### config.mk
export PLATFORM = sky130hd
export DESIGN_NAME = lopc_ram
export DESIGN_NICKNAME = d
export VERILOG_FILES = /design/src/design/lopc_ram.sv
export SDC_FILE = /design/constraint.sdc
export NUM_CORES = 1
export LEC_CHECK = 0
export BUFFER_PORTS_ARGS = -buffer_cell sky130_fd_sc_hd__buf_2
export CELL_PAD_IN_SITES_DETAIL_PLACEMENT = 0
export CELL_PAD_IN_SITES_GLOBAL_PLACEMENT = 2
export CORE_UTILIZATION = 48
export DETAILED_ROUTE_END_ITERATION = 10
export GPL_ROUTABILITY_DRIVEN = 0
export PLACE_DENSITY = 0.74
export SLEW_MARGIN = 20
export SYNTH_ARGS = -nofsm -noshare
export SYNTH_HDL_FRONTEND = slang
export SYNTH_SLANG_ARGS = --single-unit
### constraint.sdc
create_clock -name clk -period 2.5 [get_ports clk]
set_input_delay 0.125 -clock clk [delete_from_list [all_inputs] [get_ports clk]]
set_output_delay 0.125 -clock clk [all_outputs]
set_load 0.005 [all_outputs]
### src/design/lopc_ram.sv
// generic ram with one write port and one read port, registered read
// no dependencies
`timescale 1ns / 1ps
module lopc_ram #(
    parameter int WIDTH = 16,
    parameter int DEPTH = 64
) (
    input  logic                     clk,
    input  logic                     we,
    input  logic [$clog2(DEPTH)-1:0] waddr,
    input  logic [WIDTH-1:0]         wdata,
    input  logic [$clog2(DEPTH)-1:0] raddr,
    output logic [WIDTH-1:0]         rdata
);
    logic [WIDTH-1:0] mem [DEPTH];

    always_ff @(posedge clk)
    begin
        if (we)
        begin
            mem[waddr] <= wdata;
        end
        rdata <= mem[raddr];
    end
endmodule

# Word-level counts from Yosys, hierarchy flattened
# Memory sizes are Yosys's and may differ from the RTL's. A register that Yosys moved wholly into a read port is not among the register bits.
# Index checks and enable logic that the tools add are counted.
# W data, S select, Z words.
[word_totals] ram_bits=1024 memories=1 input_bits=30 register_bits=0 elab_cells=3
[op_classes] muxes=2
[memory_table] memory="mem" words=64 word_bits=16 rd=1 rd_clocked_by_memory_dff=1 wr=1 line="15" rtl="logic [WIDTH-1:0] mem [DEPTH];"
[op_table] op="$mux W1" count=2

# Logic depth before layout (Yosys ltp)
[logic_depth] word_depth=2 mapped_depth=10 depth_no_buf=5

# Worst setup path before layout
# Ideal clock, no wire load.
[synth_path] path_type="input port to flip-flop" from="input port waddr[3]" to="memory mem[48][0] (enable)" setup_slack_ps=340 required_ps=2091 path_stages=4 arrival_ps=1751 n_path_buf=1 setup_time_ps=409 cell_sequence="clkbuf_1 nor2b_1 nand4b_1 nor3_1"
[synth_lines] item="from (decl)" line="10" rtl="input logic [$clog2(DEPTH)-1:0] waddr,"
[synth_lines] item="to (decl)" line="15"
# No word-level cell before the write port.

==> impl_metrics.py <==
metrics = {
    "flow_run": {
        "drv_cap": 0,
    },
    "clock_tree": {
        "cts_made_buffers": 104,
        "cts_setup_buffers": 0,
        "h-tree-depth": 3,
        "path_clk_slew_ns": 0.06,
        "cts.sinks": 1040,
        "root_buffer": "clkbuf_16",
        "clockBufferDepth": 3,
        "cts_tree": "yes",
        "clock_latency_ns": 0.67,
    },
    "routing": {
        "route.top_layer_used": "met5",
        "wl_per_cell_um": 30.2,
        "drtIter0Drc": 1872,
        "via_per_inst": 6.05,
        "wl_met3_mm": 6.21,
        "wl_met1_mm": 41.8,
        "antenna_left": 0,
        "wl_met2_mm": 47.2,
        "drc": 0,
        "dr.pass1.iters": 5,
        "drt_wl_total_mm": 98.0,
        "vias": 19600,
    },
    "power_and_ir_drop": {
        "pwr-share-clk": 0.418,
        "power_leakage_nw": 14.9,
        "peakVddDrop_mv": 0.619,
        "powerDensity_mw_per_mm2": 792,
        "p_int_w": 0.0289,
        "p_switching_w": 0.00771,
        "swShare": 0.211,
        "pwr-share-comb": 0.053,
        "seqPwrFrac": 0.529,
    },
    "layout": {
        "syn_to_final_growth_pct": 15.5,
        "fin_util": 0.561,
        "drive_gt1_frac": 0.296,
        "fill_cells": 6093,
        "final_nets": 2115,
        "fin_cells": 3245,
    },
    "place": {
        "io_buffer_count": 45,
        "dp.cells": 3035,
        "dp_hpwl_mm": 61.3,
        "dpl_worst_slack_ns": -0.0338,
    },
    "global_route": {
        "grt_usage": 0.236,
        "grt_pass1_vias": 19900,
        "grt_pass1_wl_mm": 142,
        "grt_start_max_net_pins": 65,
        "overflow": 0,
        "antenna_found_initial": 8,
    },
    "sta": {
        "whs_ns": 0.0496,
        "hold_viol_final": 0,
        "finalSetupViolCount": 0,
        "fin_crit_sh": 0.902,
        "period_needed_ns": 2.26,
        "setup-tns-final_ns": 0,
        "slew_viol_final": 0,
        "worst_pin_slew_ns": 0.937,
        "rsz0062_at_grt": "false",
        "fmaxAchievable_ghz": 0.443,
        "setup_slack_ns": 0.244,
        "max_slew_margin": 0.375,
        "skew_ns": 0.0285,
    },
    "synthesis": {
        "yosys.area.top_type": "edfxtp_1",
        "syn_area_sq_mm": 0.0400,
        "synth.distinct_cells": 43,
        "synth_ff_type": "edfxtp_1",
        "synth_top_area_share": 0.768,
        "synth_edf_count": 1024,
        "ys_seq_area_frac": 0.776,
        "synth.area.top_cells": "edfxtp_1 (77%), mux4_2 (12%), mux2i_1 (2.1%)",
        "syn_nets": 1859,
        "ys_ff_latch": 1040,
        "ys_warn_count": 0,
        "async_flop_share": 0,
        "avgSynthCellArea_sq_um": 21.9,
        "syn_inst": 1829,
    },
    "setup_path": {
        "r2r_cells": 6,
        "endpoint_kind": "flip-flop",
        "cp.arrival_ns": 2.80,
        "required_ns": 3.04,
        "rrSetupSlack_ns": 0.24,
        "start_kind": "flip-flop",
        "crit_path_max_fanout": 1,
        "r2r-start": "mem[10][3]",
        "critPathKind": "reg -> reg",
        "rr_endpoint": "rdata[3]",
    },
    "status": {
        "status": "finished, final reports clean",
    },
    "floorplanning": {
        "start_util": 0.486,
        "core_area_sq_mm": 0.0824,
        "pin_count": 46,
        "die_x_um": 291,
        "fp.dieH_um": 291,
        "placementRows": 105,
        "die-area_sq_mm": 0.0846,
    },
    "min_path": {
        "worstHoldStart": "raddr[4]",
        "min_path_type": "in -> reg",
        "hold_end": "rdata[8]",
        "hold_depth": 3,
    },
}
-- timing repair --
| action | CTS | global route |
|---|---|---|
| hold endpoints to repair | 276 | 0 |
| gates resized for setup | 0 | 0 |
| hold buffers | 14 | 0 |
-- kinds of logic after synthesis --
logic type / Yosys count / share of synthesized area
buf+inv: 104 / 0.0183
mux: 336 / 0.155
flops: 1040 / 0.776
compound gates: 129 / 0.0241
simple gates: 220 / 0.0265
-- cell usage after synthesis (2+ instances only) --
master    number
a211o_1        8
a211oi_1       8
a21oi_1       17
a221o_1        6
a221oi_1      16
a22o_1         6
a22oi_1       39
a311oi_1       8
a31oi_1        8
a41oi_1        5
and2_1         2
and4_1         5
buf_1          3
buf_12         5
buf_2         36
buf_4         13
buf_6         17
buf_8          3
clkbuf_1      24
clkbuf_2       2
dfxtp_1       16
edfxtp_1    1024
mux2_2        27
mux2i_1       85
mux4_1         4
mux4_2       220
nand2_1       59
nand2b_1       3
nand3_1       24
nand3b_1       2
nand4_1       12
nor2_1        72
nor2_2         2
nor2b_1       30
nor3_1         2
nor4_2         3
o21ai_0        5
o21ai_1        3
-- flip-flops by register name, summed over array words and instances, names as in the netlist --
register,count
rdata,16
mem,1024
-- routing by layer --
layer  up-vias  global-route usage
met3       136              0.0365
li1       8216                   -
met4        12              0.0712
met5         -                   0
met1     10600               0.339
met2       651               0.375
-- metrics by stage --
| stage | area [sq um] | power [W] |
|---|---|---|
| floorplan | 40000 | 0.0207 |
| global placement | 42700 | 0.0217 |
| detailed placement | 42700 | 0.0217 |
| CTS | 46200 | 0.0369 |
| global route | 46200 | 0.0377 |
| finish | 46200 | 0.0366 |
-- cells in the final DEF (no fill, tap or decap), types with 4 or more instances in the layout --
cell	netlist	final
edfxtp_1	1024	1024
mux4_2	220	220
buf_4	13	168
clkbuf_16	0	108
mux2i_1	85	85
nor2_1	72	72
nand2_1	59	59
buf_2	36	42
a22oi_1	39	39
nor2b_1	30	30
mux2_2	27	27
buf_12	5	27
clkinv_1	0	26
nand3_1	24	24
clkbuf_1	24	19
a21oi_1	17	17
a221oi_1	16	16
clkinv_2	0	16
dfxtp_1	16	16
dlygate4sd3_1	0	14
nand4_1	12	12
a211o_1	8	8
a31oi_1	8	8
a211oi_1	8	8
a311oi_1	8	8
bufinv_16	0	8
a22o_1	6	6
a221o_1	6	6
diode_2	0	5
a41oi_1	5	5
o21ai_0	5	5
and4_1	5	5
clkinvlp_4	0	5
mux4_1	4	4
clkbuf_8	0	4
-- power groups by stage --
stage | Clock [W] | Sequential [W] | Combinational, W
final | 0.0153 | 0.0194 | 0.00194
after global routing | 0.0162 | 0.0194 | 0.00206
after CTS | 0.0155 | 0.0194 | 0.00197
after detailed placement | 0 | 0.0197 | 0.00195
after global placement | 0 | 0.0197 | 0.00192
after floorplan | 0 | 0.0197 | 0.000999
-- layout make-up --
class                   instances  area [sq um]  area share
clock inverters                60           539      0.0117
clock buffers                 131          2830      0.0612
multi-input cells             685          8250       0.178
diodes                          5          12.5    0.000271
repair buffers                254          2190      0.0474
well taps                    1070          1340      0.0290
flip-flops and latches       1040         31100       0.672
-- critical path: stages (launching register included) --
cell and delay, ns:
edfxtp_1 0.37, mux4_2 0.46, nor2b_1 0.14, a211o_1 0.37
a31oi_1 0.53, buf_4 0.22, a311oi_1 0.04
-- worst max path at each step --
stage | slack [ns] | endpoint | cells past startpoint | from
finish | 0.24 | rdata[3] | 6 | mem[10][3]
global route | 0.30 | rdata[3] | 6 | mem[10][3]
CTS | 0.34 | rdata[3] | 6 | mem[10][3]
detailed placement | -0.03 | rdata[3] | 8 | raddr[0]
global placement | -0.05 | rdata[3] | 8 | raddr[0]
floorplan | 0.34 | mem[48][0] | 4 | waddr[3]
Note: power is estimated with default switching activity, not from simulation.
